==> src/hdl/rkm_pkg.sv <==
// ============================================================================
// rkm_pkg
// Shared types, constants and elaboration-time table builders for the
// Rabin-Karp matcher.
// ============================================================================
`timescale 1ns / 1ps
`default_nettype none

package rkm_pkg;

  // Field widths of the stream words
  localparam int unsigned ACTION_W = 2;
  localparam int unsigned CODE_W   = 8;
  localparam int unsigned MATCH_W  = 24;

  // Hash arithmetic
  localparam int unsigned HASH_W = 30;
  localparam logic [HASH_W-1:0] HASH_MOD = HASH_W'(1000000007);
  localparam longint unsigned HASH_MOD_L = 64'd1000000007;
  localparam longint unsigned HASH_BASE_L = 64'd37;
  localparam longint unsigned CHAR_OFFSET_L = 64'd96;

  // Defaults for the top-level parameters
  localparam int unsigned MAX_PAT_DEF = 64;
  localparam int unsigned INDEX_W_DEF = 24;

  // Result queue
  localparam int unsigned OUT_DEPTH = 8;
  localparam int unsigned OPTR_W    = $clog2(OUT_DEPTH);
  localparam int unsigned OCNT_W    = $clog2(OUT_DEPTH + 1);

  typedef enum logic [ACTION_W-1:0] {
    ACT_CLEAR   = 2'd0,
    ACT_PATTERN = 2'd1,
    ACT_TEXT    = 2'd2,
    ACT_RESTART = 2'd3
  } action_t;

  // Operation carried down the pipeline after the front end has decided it
  typedef enum logic [1:0] {
    OP_NONE,
    OP_CLEAR,
    OP_PAT,
    OP_TEXT
  } op_t;

  typedef struct packed {
    op_t               op;
    logic [CODE_W-1:0] code;
    logic              full;   // a whole window of text has arrived
    logic              empty;  // pattern is empty: every text char matches
  } item_t;

  // One entry for each value of a 4-bit nibble of the character byte
  typedef logic [15:0][HASH_W-1:0] nib_tab_t;

  // 37^idx mod m
  function automatic logic [HASH_W-1:0] weight(input int unsigned idx);
    longint unsigned acc;
    acc = 64'd1;
    for (int unsigned i = 0; i < idx; i++) begin
      acc = (acc * HASH_BASE_L) % HASH_MOD_L;
    end
    return HASH_W'(acc);
  endfunction

  // (16 * h * w) mod m for each high nibble h
  function automatic nib_tab_t hi_table(input logic [HASH_W-1:0] w);
    nib_tab_t        tab;
    longint unsigned wl;
    wl = 64'(w);
    for (int unsigned h = 0; h < 16; h++) begin
      tab[h] = HASH_W'((64'(16 * h) * wl) % HASH_MOD_L);
    end
    return tab;
  endfunction

  // ((l - 96) * w) mod m for each low nibble l; the character offset rides here
  function automatic nib_tab_t lo_table(input logic [HASH_W-1:0] w);
    nib_tab_t        tab;
    longint unsigned wl;
    longint unsigned neg;
    wl  = 64'(w);
    neg = (CHAR_OFFSET_L * wl) % HASH_MOD_L;
    for (int unsigned l = 0; l < 16; l++) begin
      tab[l] = HASH_W'(((64'(l) * wl) % HASH_MOD_L + HASH_MOD_L - neg) % HASH_MOD_L);
    end
    return tab;
  endfunction

  // (a + b) mod m for a, b already below m
  function automatic logic [HASH_W-1:0] mod_add(input logic [HASH_W-1:0] a,
                                               input logic [HASH_W-1:0] b);
    logic [HASH_W:0] s;
    s = {1'b0, a} + {1'b0, b};
    if (s >= {1'b0, HASH_MOD}) begin
      s = s - {1'b0, HASH_MOD};
    end
    return s[HASH_W-1:0];
  endfunction

endpackage

`default_nettype wire

==> src/hdl/rkm_out_fifo.sv <==
// ============================================================================
// rkm_out_fifo
// Small result queue between the match pipeline and the output stream.
// ============================================================================
`timescale 1ns / 1ps
`default_nettype none

module rkm_out_fifo (
  input  logic                          clk,
  input  logic                          rst,
  input  logic                          push,
  input  logic [rkm_pkg::MATCH_W-1:0]   push_data,
  input  logic                          pop,
  output logic                          valid,
  output logic [rkm_pkg::MATCH_W-1:0]   data,
  output logic [rkm_pkg::OCNT_W-1:0]    count
);

  logic [rkm_pkg::MATCH_W-1:0] slots [rkm_pkg::OUT_DEPTH];
  logic [rkm_pkg::OPTR_W-1:0]  wr_ptr, rd_ptr;

  always_ff @(posedge clk) begin
    if (rst) begin
      wr_ptr <= '0;
      rd_ptr <= '0;
      count  <= '0;
    end else begin
      if (push) begin
        wr_ptr <= wr_ptr + rkm_pkg::OPTR_W'(1);
      end
      if (pop) begin
        rd_ptr <= rd_ptr + rkm_pkg::OPTR_W'(1);
      end
      unique case ({push, pop})
        2'b10:   count <= count + rkm_pkg::OCNT_W'(1);
        2'b01:   count <= count - rkm_pkg::OCNT_W'(1);
        default: count <= count;
      endcase
    end
  end

  always_ff @(posedge clk) begin
    if (push) begin
      slots[wr_ptr] <= push_data;
    end
  end

  assign valid = (count != '0);
  assign data  = slots[rd_ptr];

endmodule

`default_nettype wire

==> config.mk <==
export PLATFORM = sky130hd
export DESIGN_NAME = rkm_out_fifo
export DESIGN_NICKNAME = d
export VERILOG_FILES = /design/src/hdl/rkm_pkg.sv /design/src/hdl/rkm_out_fifo.sv
export SDC_FILE = /design/constraint.sdc
export NUM_CORES = 1
export LEC_CHECK = 0
export ABC_AREA = 1
export BUFFER_PORTS_ARGS = -buffer_cell sky130_fd_sc_hd__buf_2
export CORE_ASPECT_RATIO = 0.6
export CORE_UTILIZATION = 50
export DETAILED_ROUTE_END_ITERATION = 8
export PLACE_DENSITY = 0.72
export SYNTH_ARGS = -nofsm -noshare
export SYNTH_HDL_FRONTEND = slang
export SYNTH_SLANG_ARGS = --single-unit
==> constraint.sdc <==
create_clock -name clk -period 2.4 [get_ports clk]
set_clock_uncertainty 0.05 [all_clocks]
set_input_delay 0.24 -clock clk [delete_from_list [all_inputs] [get_ports clk]]
set_output_delay 0.24 -clock clk [all_outputs]
set_load 0.005 [all_outputs]
* Word-level counts from Yosys, hierarchy flattened
Memory sizes are Yosys's and may differ from the RTL's. A register that Yosys moved wholly into a read port is not among the register bits.
Cells that the tools add are included.
** Storage, ports and cells
- Flip-flop bits (word level) :: 10
- Bits in writable memories :: 192
- Input bits :: 28
- Output and inout port bits :: 29
- Logic and storage cells :: 17
- Memories :: 1
** Memories
- slots :: words 8, bits a word 24, rd ports 1, clocked after memory_dff 1, wr ports 1, line rkm_out_fifo.sv:19 : logic [rkm_pkg::MATCH_W-1:0] slots [rkm_pkg::OUT_DEPTH];
** Cells by class
- Add/subtract/negate cells :: 4
- Equal/unequal tests :: 2
- Mux-type cells :: 5
- Reduce and logical (&&, ||, !) cells :: 2
** Operators with widths (count)
- one-hot mux 4 bit (2 select lines) :: 1
- adder 3 x 1 -> 3 bit, second input constant :: 2
- 2-to-1 mux 3 bit :: 2
- adder 4 x 1 -> 4 bit, second input constant :: 1
- nonzero test 4 bit :: 1
- subtractor 4 x 1 -> 4 bit, second input constant :: 1
- equality test 2 x 1 -> 1 bit, second input constant :: 1
- equality test 2 bit, second input constant :: 1
- 2-to-1 mux 1 bit :: 2
- nonzero test 2 bit :: 1

* Logic depth before layout (Yosys ltp)
Gate-level depths: netlist (run 1).
- Depth in word-level cells :: 3
- Depth in mapped cells :: 11

* Least setup slack after synthesis (run 1)
Ideal clock, no wire load.
- Kind :: flip-flop to flip-flop
- Start point :: reg wr_ptr[0] (netlist name)
- End point :: mem slots[0][0] (netlist name), enable pin
- Setup time :: 0.405 ns
- Data arrival time :: 1.683 ns
- Setup slack :: 0.262 ns
- Cell stages (with the launch flop) :: 3
- Clock period less this slack :: 2.138 ns
- Path through :: dfxtp_1 or2_2 nor2_1
** RTL lines
- start: declaration :: line rkm_out_fifo.sv:20 : logic [rkm_pkg::OPTR_W-1:0] wr_ptr, rd_ptr;
- start signal: assignment :: line rkm_out_fifo.sv:29 : wr_ptr <= wr_ptr + rkm_pkg::OPTR_W'(1);
- end: declaration :: line rkm_out_fifo.sv:19
No word-level cell before the write port.

==> flow_metrics.env, run 1 <==
export IMPL_outcome="finished clean"
export IMPL_worst_path_largest_cell_delay_ps=490
export IMPL_placed_cells_incl_taps=867
export IMPL_htreeDepth=1
export IMPL_sw_frac_of_total=0.227
export IMPL_crit_path_class="flip-flop to output port"
export IMPL_io_buffers=56
export IMPL_groute_usage_overall=0.199
export IMPL_met2_usage=0.344
export IMPL_finalSetupViolations=0
export IMPL_synth_sequential_area_ratio=0.737
export IMPL_ir_drop_v=0.000473
export IMPL_grt_pass1_vias=4860
export IMPL_final_hold_viol_count=0
export IMPL_routed_wire_length_per_instance_um=17.8
export IMPL_fin_util=0.601
export IMPL_cts_num_sinks=205
export IMPL_crit_arrival_ps=1970
export IMPL_vias=5058
export IMPL_setup_repair_after_global_routing_missed_its_margin="false"
export IMPL_slew_viol_final=0
export IMPL_post_synth_edffs=192
export IMPL_start_util=0.522
export IMPL_comb_power_share=0.100
export IMPL_clk_insertion_delay_late_ps=480
export IMPL_critical_path_n_buffers_inverters=2
export IMPL_finalNetCount=742
export IMPL_netSwitchingPower_w=0.00168
export IMPL_synthCells=627
export IMPL_grt_start_max_net_pins=73
export IMPL_gr_max_usage_layer="met2"
export IMPL_pwr_share_seq=0.546
export IMPL_worst_path_max_fanout=46
export IMPL_row_count=35
export IMPL_gr_usage_met3=0.0322
export IMPL_grt_pass1_wl_um=25600
export IMPL_synthesis_nets=660
export IMPL_critical_path_cell_chain="buf_12 -> nor2_1 -> nor2_1 -> o21ai_0 -> o21ai_0 -> nand2_1 -> nand2_1 -> buf_2"
export IMPL_drt_pre_antenna_iters=5
export IMPL_globalRouteOverflowTotal=0
export IMPL_critical_path_startpoint_type="flip-flop"
export IMPL_drcViolationCount=0
export IMPL_synth_main_ff_cell="sky130_fd_sc_hd__edfxtp_1"
export IMPL_cts_tree="done"
export IMPL_detail_route_antenna_nets=0
export IMPL_dr_first_iter_drc_count=378
export IMPL_final_setup_tns_ps=0
export IMPL_area_growth_syn_to_layout_pct=15.2
export IMPL_cts_clk_slew_worst_paths_ps=60
export IMPL_clock_root_buffer="sky130_fd_sc_hd__clkbuf_16"
export IMPL_antenna_cells_inserted=0
export IMPL_top_count_cell_post_synth="sky130_fd_sc_hd__edfxtp_1"
export IMPL_yosysTopAreaCellShare=0.705
export IMPL_tightestPinTransition_ps=469
export IMPL_layout_drive_gt1_share=0.163
export IMPL_critical_path_top_delay_family="flip-flops"
export IMPL_global_routing_met1_resource_utilization=0.270
export IMPL_hold_path_class="input port to flip-flop"
export IMPL_synthTopCellsByCount="192 x sky130_fd_sc_hd__edfxtp_1, 102 x sky130_fd_sc_hd__nor2_1, 88 x sky130_fd_sc_hd__nand2_1"
export IMPL_synth_async_reset_ratio=0
export IMPL_cp_required_ps=2110
export IMPL_maxCapViolations=0
export IMPL_power_static_leakage_nw=3.34
export IMPL_ios=57
export IMPL_avgSynthCellArea_um2=13.0
export IMPL_dieArea_mm2=0.0169
export IMPL_cell_area_after_synthesis_mm2=0.00818
export IMPL_ys_warnings_count=0
export IMPL_synth_ff_latch_count=205
export IMPL_via_per_inst=5.48
export IMPL_dp_hpwl_um=8840
export IMPL_die_width_um=167
export IMPL_power_per_cell_area_mw_per_mm2=789
export IMPL_achievable_frequency_mhz=443
export IMPL_numCtsBuffers=19
export IMPL_period_share=0.941
export IMPL_core_mm2=0.0157
export IMPL_globalplace_congestion=0.819
export IMPL_slew_headroom=0.687
export IMPL_power_clock_fraction=0.354
export IMPL_p_int_w=0.00575
export IMPL_fill_cells=1195
export IMPL_cts_buffer_depth=3
export IMPL_netlist_top_cells_area="sky130_fd_sc_hd__edfxtp_1 71%, sky130_fd_sc_hd__nor2_1 4.7%, sky130_fd_sc_hd__nand2_1 4.0%"
export IMPL_grt_antenna_before_repair=0
export IMPL_fp_dieH_um=101
export IMPL_period_needed_ps=2260
export IMPL_finalWirelength_um=16400
export IMPL_post_synth_top_area_cell="sky130_fd_sc_hd__edfxtp_1"
export IMPL_timing_critical_path_to_type="output port"
export IMPL_final_instance_count_excl_fill=923
export IMPL_slowest_stage="sky130_fd_sc_hd__dfxtp_4"
export IMPL_synth_cell_type_count=27
[final cells by class]
| class | count | area, um^2 | area share |
|---|---|---|---|
| clock buffer | 24 | 494 | 0.0524 |
| clock inverter | 8 | 37.5 | 0.00398 |
| inverter | 16 | 60.1 | 0.00637 |
| multi-input combinational | 372 | 1870 | 0.198 |
| sequential | 205 | 6030 | 0.640 |
| tap | 203 | 254 | 0.0270 |
| timing repair buffer | 95 | 676 | 0.0717 |
[sequential cells by signal (all words and copies together), names as in the netlist, named ones only]
| signal | count |
|---|---|
| rd_ptr | 3 |
| slots | 192 |
| count | 4 |
| wr_ptr | 3 |
[metal layers]
layer | up-vias | part of all wire
li1 | 2408 | -
met5 | - | 0
met1 | 2474 | 0.45
met3 | 26 | 0.056
met4 | 0 | 0.017
met2 | 150 | 0.48
[path summary, 6_finish.rpt]
path | start | endpoint | slack (ps) | depth (start not counted)
setup / recovery | flip-flop | data[15] | 140 | 8
hold / removal | push_data[13] | slots[5][13]$_DFFE_PP_ | 40 | 1
setup reg to reg | wr_ptr[0]$_SDFFE_PP0P_ | slots[4][7]$_DFFE_PP_ | 800 | 3
hold reg to reg | rd_ptr[1]$_SDFFE_PP0P_ | flip-flop | 460 | 2
[layout by cell type (no fill, tap or decap), types with 2 or more instances in the layout]
cell / instances
sky130_fd_sc_hd__a211oi_1: 3
sky130_fd_sc_hd__ha_1: 5
sky130_fd_sc_hd__mux2i_1: 24
sky130_fd_sc_hd__o21ai_1: 35
sky130_fd_sc_hd__buf_12: 3
sky130_fd_sc_hd__dlygate4sd3_1: 23
sky130_fd_sc_hd__inv_1: 15
sky130_fd_sc_hd__clkinv_2: 3
sky130_fd_sc_hd__dfxtp_4: 2
sky130_fd_sc_hd__dfxtp_1: 11
sky130_fd_sc_hd__nor2_2: 18
sky130_fd_sc_hd__a21oi_1: 7
sky130_fd_sc_hd__buf_4: 11
sky130_fd_sc_hd__edfxtp_1: 192
sky130_fd_sc_hd__buf_6: 2
sky130_fd_sc_hd__o21ai_0: 63
sky130_fd_sc_hd__clkinv_1: 4
sky130_fd_sc_hd__clkbuf_1: 5
sky130_fd_sc_hd__o22ai_1: 24
sky130_fd_sc_hd__nand2_1: 88
sky130_fd_sc_hd__xnor2_1: 3
sky130_fd_sc_hd__buf_2: 56
sky130_fd_sc_hd__nand3_1: 4
sky130_fd_sc_hd__nor2_1: 94
sky130_fd_sc_hd__clkbuf_16: 19
[repair_timing]
item | 4_1_cts | 5_1_grt
resized for setup | 0 | 2
hold endpoints to repair | 180 | 0
hold buffers | 23 | 0
endpoints found under the setup margin | 0 | 10
buffers inserted | 0 | 1
[metrics by stage]
step                      hold WS [ps]  power (W)  setup slack, ps  instance area (um^2)
final                             37.1    0.00743              141                  9420
after global routing              16.5    0.00773             42.1                  9420
after CTS                         18.1    0.00748             24.9                  9410
after detailed placement           456    0.00484              548                  8640
after global placement             439    0.00480              612                  8640
after floorplan                    289    0.00459              262                  8180
[worst reg2reg max path, delay by kind of cell, from the launching register on]
kind,cells,cell delay [ps]
buffers and inverters,1,380
DFF,1,340
and+or+nand+nor,2,470
[power by group through the flow]
stage / logic, W / registers, W / clock network [W]
after floorplan: 0.000488 / 0.00411 / 0
after global placement: 0.000671 / 0.00413 / 0
after detailed placement: 0.000701 / 0.00414 / 0
after CTS: 0.000735 / 0.00406 / 0.00269
after global routing: 0.000834 / 0.00406 / 0.00283
final: 0.000745 / 0.00405 / 0.00263
[cell families after synthesis]
| family | count (synthesis) | synth area share |
|---|---|---|
| and+or+nand+nor | 208 | 0.100 |
| DFF | 205 | 0.737 |
| AOI/OAI and AO/OA | 132 | 0.0854 |
| buffers and inverters | 50 | 0.0372 |
| muxes | 24 | 0.0294 |
| adders and majority gates | 5 | 0.00765 |
| xor gates and xnor gates | 3 | 0.00321 |
No activity file was read; power rests on OpenSTA's default activity.
==> run 2: changes to the inputs <==
CELL_PAD_IN_SITES_DETAIL_PLACEMENT = 1   (was not set)
CELL_PAD_IN_SITES_GLOBAL_PLACEMENT = 1   (was not set)
CORE_UTILIZATION = 49   (was 50)
PLACE_DENSITY = 0.82   (was 0.72)
==> flow_metrics.env, run 2 (synthesis gave the netlist of run 1 again) <==
export IMPL_pre_cts_ws_ps=502
export IMPL_final_setup_tns_ps=0
export IMPL_grt_pass1_wl_um=32100
export IMPL_grt_pass1_vias=5580
export IMPL_layout_drive_gt1_share=0.180
export IMPL_finalNetCount=737
export IMPL_placed_cell_area_mm2=0.00871
export IMPL_htreeDepth=1
export IMPL_via_per_inst=5.62
export IMPL_fp_dieH_um=102
export IMPL_dr_first_iter_drc_count=562
export IMPL_achievable_frequency_mhz=439
export IMPL_final_common_cell="sky130_fd_sc_hd__edfxtp_1"
export IMPL_fin_ws_ps=122
export IMPL_finalWirelength_um=21300
export IMPL_grt_antenna_before_repair=0
export IMPL_largest_reg_flops=192
export IMPL_finalPower_w=0.00797
export IMPL_dp_hpwl_um=11800
export IMPL_cp_required_ps=2110
export IMPL_antenna_cells_inserted=0
export IMPL_outcome="finished clean"
export IMPL_slew_viol_final=0
export IMPL_groute_usage_overall=0.253
export IMPL_final_hold_viol_count=0
export IMPL_worst_path_max_fanout=48
export IMPL_finish_instance_area_mm2=0.00956
export IMPL_slew_headroom=0.698
export IMPL_globalRouteOverflowTotal=0
export IMPL_cts_num_sinks=205
export IMPL_ios=57
export IMPL_cts_clk_slew_worst_paths_ps=70
export IMPL_finalSetupViolations=0
export IMPL_timing_critical_path_to_type="output port"
export IMPL_setup_repair_after_global_routing_missed_its_margin="false"
export IMPL_row_count=36
export IMPL_registers_with_the_most_flip_flops="slots x192, count x4"
export IMPL_vias=5306
export IMPL_power_per_cell_area_mw_per_mm2=833
export IMPL_max_flop_register="slots"
export IMPL_grt_start_max_net_pins=49
export IMPL_clk_insertion_delay_late_ps=480
export IMPL_period_share=0.949
export IMPL_die_width_um=169
export IMPL_clock_root_buffer="sky130_fd_sc_hd__clkbuf_16"
export IMPL_power_static_leakage_nw=3.41
export IMPL_tightestPinTransition_ps=453
export IMPL_start_util=0.503
export IMPL_layout_cells_most_common_list="192 x sky130_fd_sc_hd__edfxtp_1, 94 x sky130_fd_sc_hd__nor2_1, 88 x sky130_fd_sc_hd__nand2_1, 63 x sky130_fd_sc_hd__o21ai_0, 56 x sky130_fd_sc_hd__buf_2"
export IMPL_drt_pre_antenna_iters=6
export IMPL_drcViolationCount=0
export IMPL_dieArea_mm2=0.0172
export IMPL_maxCapViolations=0
export IMPL_numCtsBuffers=19
export IMPL_area_growth_syn_to_layout_pct=16.9
export IMPL_routed_wire_length_per_instance_um=22.6
export IMPL_detail_route_antenna_nets=0
export IMPL_ir_drop_v=0.000611
export IMPL_cts_tree="done"
export IMPL_crit_path_class="flip-flop to output port"
export IMPL_critical_path_startpoint_type="flip-flop"
export IMPL_crit_arrival_ps=1990
export IMPL_core_mm2=0.0163
export IMPL_cts_buffer_depth=3
export IMPL_hold_path_class="input port to flip-flop"
export IMPL_period_needed_ps=2280
export IMPL_globalplace_congestion=0.792
export IMPL_io_buffers=56
-- run 2: cell count changes in the layout (fill, tap and decap cells not counted), moves of 2 or more --
cell,delta
sky130_fd_sc_hd__buf_16,+2
sky130_fd_sc_hd__buf_4,+3
sky130_fd_sc_hd__buf_6,-2
sky130_fd_sc_hd__bufbuf_16,+2
sky130_fd_sc_hd__bufinv_16,+2
sky130_fd_sc_hd__clkbuf_1,-3
sky130_fd_sc_hd__clkinv_1,-3
sky130_fd_sc_hd__clkinv_2,+2
sky130_fd_sc_hd__dlygate4sd3_1,-9
sky130_fd_sc_hd__inv_4,+2
-- run 2: critical path, cell delays in order, from the launching register on --
cell                      delay, ps
sky130_fd_sc_hd__dfxtp_4        400
sky130_fd_sc_hd__buf_16         270
sky130_fd_sc_hd__o21ai_0        220
sky130_fd_sc_hd__o22ai_2        240
sky130_fd_sc_hd__nand2_1        150
sky130_fd_sc_hd__nand2_1        100
sky130_fd_sc_hd__buf_2          110
-- run 2: stage by stage --
stage / util / hold slack (ps) / cells
finish: 0.588 / 9.22 / 944
global route: 0.588 / 8.84 / 944
CTS: 0.588 / 0.472 / 944
detailed placement: 0.536 / 483 / 895
global placement: 0.536 / 432 / 895
floorplan: - / 289 / 627
-- run 2: timing repair --
item                                    4_1_cts  5_1_grt
endpoints found under the setup margin        1        1
gates cloned                                  2        0
hold buffers                                 14        0
setup buffers                                 0        0
endpoints found under the hold margin       106        0
gates resized for setup                       3        1
-- run 2: area by class of cell --
type | instances | area (um^2)
fillers | 1633 | 6700
flip-flops and latches | 205 | 6030
multi-input cells | 372 | 1870
repair buffers | 90 | 686
clock buffers | 23 | 522
well taps | 228 | 285
clock inverters | 10 | 103
inverters | 16 | 62.6
-- run 2: routing by layer --
| layer | routed length [um] | GRT usage | up-vias | part of all wire |
|---|---|---|---|---|
| met3 | 1280 | 0.0407 | 43 | 0.060 |
| met1 | 9270 | 0.340 | 2666 | 0.44 |
| met2 | 10200 | 0.428 | 199 | 0.48 |
| li1 | - | - | 2398 | - |
| met5 | 0 | 0 | - | 0 |
| met4 | 514 | 0.0783 | 0 | 0.024 |
-- run 2: final timing paths --
kind                                 end  depth (start not counted)  slack (ps)                    from
setup / recovery                data[13]                          6         120               flip-flop
hold / removal    slots[6][18]$_DFFE_PP_                          1           9           push_data[18]
setup reg to reg  slots[2][11]$_DFFE_PP_                          3         750  wr_ptr[0]$_SDFFE_PP0P_
hold reg to reg    count[0]$_SDFFE_PP0P_                          2         490   count[0]$_SDFFE_PP0P_
-- run 2: power by group --
group	leakage, nW	internal [W]	switching [W]
Clock	0.310	0.00177	0.00130
Combinational	1.25	0.000311	0.000536
Sequential	1.85	0.00400	0.0000448
==> run 3: changes to the inputs <==
CORE_MARGIN = 2   (was not set)
CORE_UTILIZATION = 50   (was 49)
CTS_BUF_LIST = sky130_fd_sc_hd__clkbuf_4 sky130_fd_sc_hd__clkbuf_8   (was not set)
PLACE_DENSITY = 0.84   (was 0.82)
==> flow_metrics.env, run 3 (synthesis gave the netlist of run 1 again) <==
export IMPL_power_per_cell_area_mw_per_mm2=789
export IMPL_grt_pass1_vias=5807
export IMPL_drt_pre_antenna_iters=4
export IMPL_layout_drive_gt1_share=0.193
export IMPL_critical_path_n_buffers_inverters=3
export IMPL_cp_required_ps=2110
export IMPL_worst_r2r_endpoint="slots[5][5]$_DFFE_PP_"
export IMPL_drcViolationCount=0
export IMPL_power_static_leakage_nw=3.48
export IMPL_placed_cell_area_mm2=0.00867
export IMPL_crit_path_class="flip-flop to output port"
export IMPL_globalRouteOverflowTotal=0
export IMPL_finalSetupViolations=0
export IMPL_worst_path_largest_cell_delay_ps=400
export IMPL_slew_viol_final=0
export IMPL_period_needed_ps=2290
export IMPL_maxCapViolations=0
export IMPL_vias=5443
export IMPL_slew_headroom=0.647
export IMPL_htreeDepth=1
export IMPL_cts_buffer_depth=3
export IMPL_start_util=0.507
export IMPL_achievable_frequency_mhz=436
export IMPL_cp_num_cells=7
export IMPL_tightestPinTransition_ps=528
export IMPL_layout_cells_most_common_list="192 x sky130_fd_sc_hd__edfxtp_1, 94 x sky130_fd_sc_hd__nor2_1, 88 x sky130_fd_sc_hd__nand2_1, 61 x sky130_fd_sc_hd__o21ai_0, 56 x sky130_fd_sc_hd__buf_2"
export IMPL_cts_clk_slew_worst_paths_ps=70
export IMPL_max_flop_register="slots"
export IMPL_final_common_cell="sky130_fd_sc_hd__edfxtp_1"
export IMPL_area_growth_syn_to_layout_pct=17.9
export IMPL_timing_critical_path_to_type="output port"
export IMPL_antenna_cells_inserted=0
export IMPL_critical_path_top_delay_family="buffers and inverters"
export IMPL_final_hold_viol_count=0
export IMPL_grt_antenna_before_repair=0
export IMPL_die_width_um=169
export IMPL_setup_worst_path_end="data[14]"
export IMPL_dp_hpwl_um=11400
export IMPL_via_per_inst=5.63
export IMPL_worst_path_most_repeated_cell="sky130_fd_sc_hd__nand2_1"
export IMPL_critical_path_startpoint_type="flip-flop"
export IMPL_rr_worst_depth=3
export IMPL_clock_root_buffer="sky130_fd_sc_hd__clkbuf_8"
export IMPL_finalNetCount=767
export IMPL_grt_start_max_net_pins=97
export IMPL_period_share=0.955
export IMPL_hold_path_class="input port to flip-flop"
export IMPL_row_count=36
export IMPL_largest_reg_flops=192
export IMPL_io_buffers=56
export IMPL_critical_path_cell_chain="buf_4 -> clkbuf_16 -> mux2i_1 -> o22ai_1 -> nand2_1 -> nand2_1 -> buf_2"
export IMPL_dieArea_mm2=0.0174
export IMPL_numCtsBuffers=30
export IMPL_clk_insertion_delay_late_ps=550
export IMPL_finish_instance_area_mm2=0.00964
export IMPL_dr_first_iter_drc_count=361
export IMPL_finalWirelength_um=21700
export IMPL_rrSetupSlack_ps=620
export IMPL_finalPower_w=0.00760
export IMPL_cts_tree="done"
export IMPL_globalplace_congestion=0.813
export IMPL_grt_pass1_wl_um=31800
export IMPL_crit_arrival_ps=2000
export IMPL_core_mm2=0.0161
export IMPL_slowest_stage="sky130_fd_sc_hd__dfxtp_4"
export IMPL_registers_with_the_most_flip_flops="slots x192, count x4"
export IMPL_ios=57
export IMPL_worst_path_max_fanout=27
export IMPL_groute_usage_overall=0.240
export IMPL_ir_drop_v=0.000465
export IMPL_fp_dieH_um=103
export IMPL_outcome="finished clean"
export IMPL_routed_wire_length_per_instance_um=22.4
export IMPL_detail_route_antenna_nets=0
export IMPL_cts_num_sinks=205
export IMPL_reg2reg_from="wr_ptr[0]$_SDFFE_PP0P_"
==> run 3: routing by layer <==
metal | track usage | vias up | wire (um)
met4 | 0.0717 | 0 | 356
li1 | - | 2464 | -
met1 | 0.315 | 2761 | 9600
met5 | 0 | - | 0
met3 | 0.0422 | 35 | 1190
met2 | 0.419 | 183 | 10500
==> run 3: repair_timing <==
action / 4_1_cts / 5_1_grt
endpoints found under the setup margin: 16 / 17
gates cloned: 0 / 2
resized for setup: 2 / 4
hold buffers: 28 / 0
endpoints found under the hold margin: 203 / 0
buffers inserted: 1 / 5
==> run 3: final cells by class <==
type	instances	area [um^2]
inverters	16	60.1
repair buffers	109	860
clock buffers	42	509
clock inverters	13	50.0
well taps	209	262
multi-input cells	372	1870
fillers	1629	6490
flip-flops and latches	205	6030
==> run 3: report_power, final <==
part           leakage (nW)  internal (W)  switching [W]
clock network         0.296       0.00136        0.00131
registers              1.85       0.00400      0.0000458
logic                  1.33      0.000334       0.000549
==> run 3: worst min path at each step <==
stage,start,endpoint,slack [ps],cells after the start
finish,push_data[10],slots[1][10]$_DFFE_PP_,460,2
global route,push_data[18],slots[7][18]$_DFFE_PP_,460,2
CTS,push_data[16],slots[7][16]$_DFFE_PP_,430,2
detailed placement,wr_ptr[0]$_SDFFE_PP0P_,wr_ptr[0]$_SDFFE_PP0P_,470,2
global placement,wr_ptr[0]$_SDFFE_PP0P_,wr_ptr[0]$_SDFFE_PP0P_,430,2
floorplan,push_data[0],slots[0][0]$_DFFE_PP_,290,0
==> run 3: stage by stage <==
| stage | TNS (ps) | hold WS, ps | worst slack (ps) | std cells | utilization |
|---|---|---|---|---|---|
| global placement | 0 | 431 | 625 | 875 | 0.537 |
| detailed placement | 0 | 470 | 539 | 875 | 0.537 |
| CTS | 0 | 430 | 12.3 | 959 | 0.591 |
| global route | -8.58 | 462 | -5.81 | 966 | 0.598 |
| finish | 0 | 460 | 109 | 966 | 0.598 |
| floorplan | 0 | 289 | 262 | 627 | - |
==> run 3: worst reg2reg max path, delay by kind of cell, from the launching register on <==
kind,cells,cell delay (ps)
buf+inv,1,340
flops,1,400
simple gates,2,660
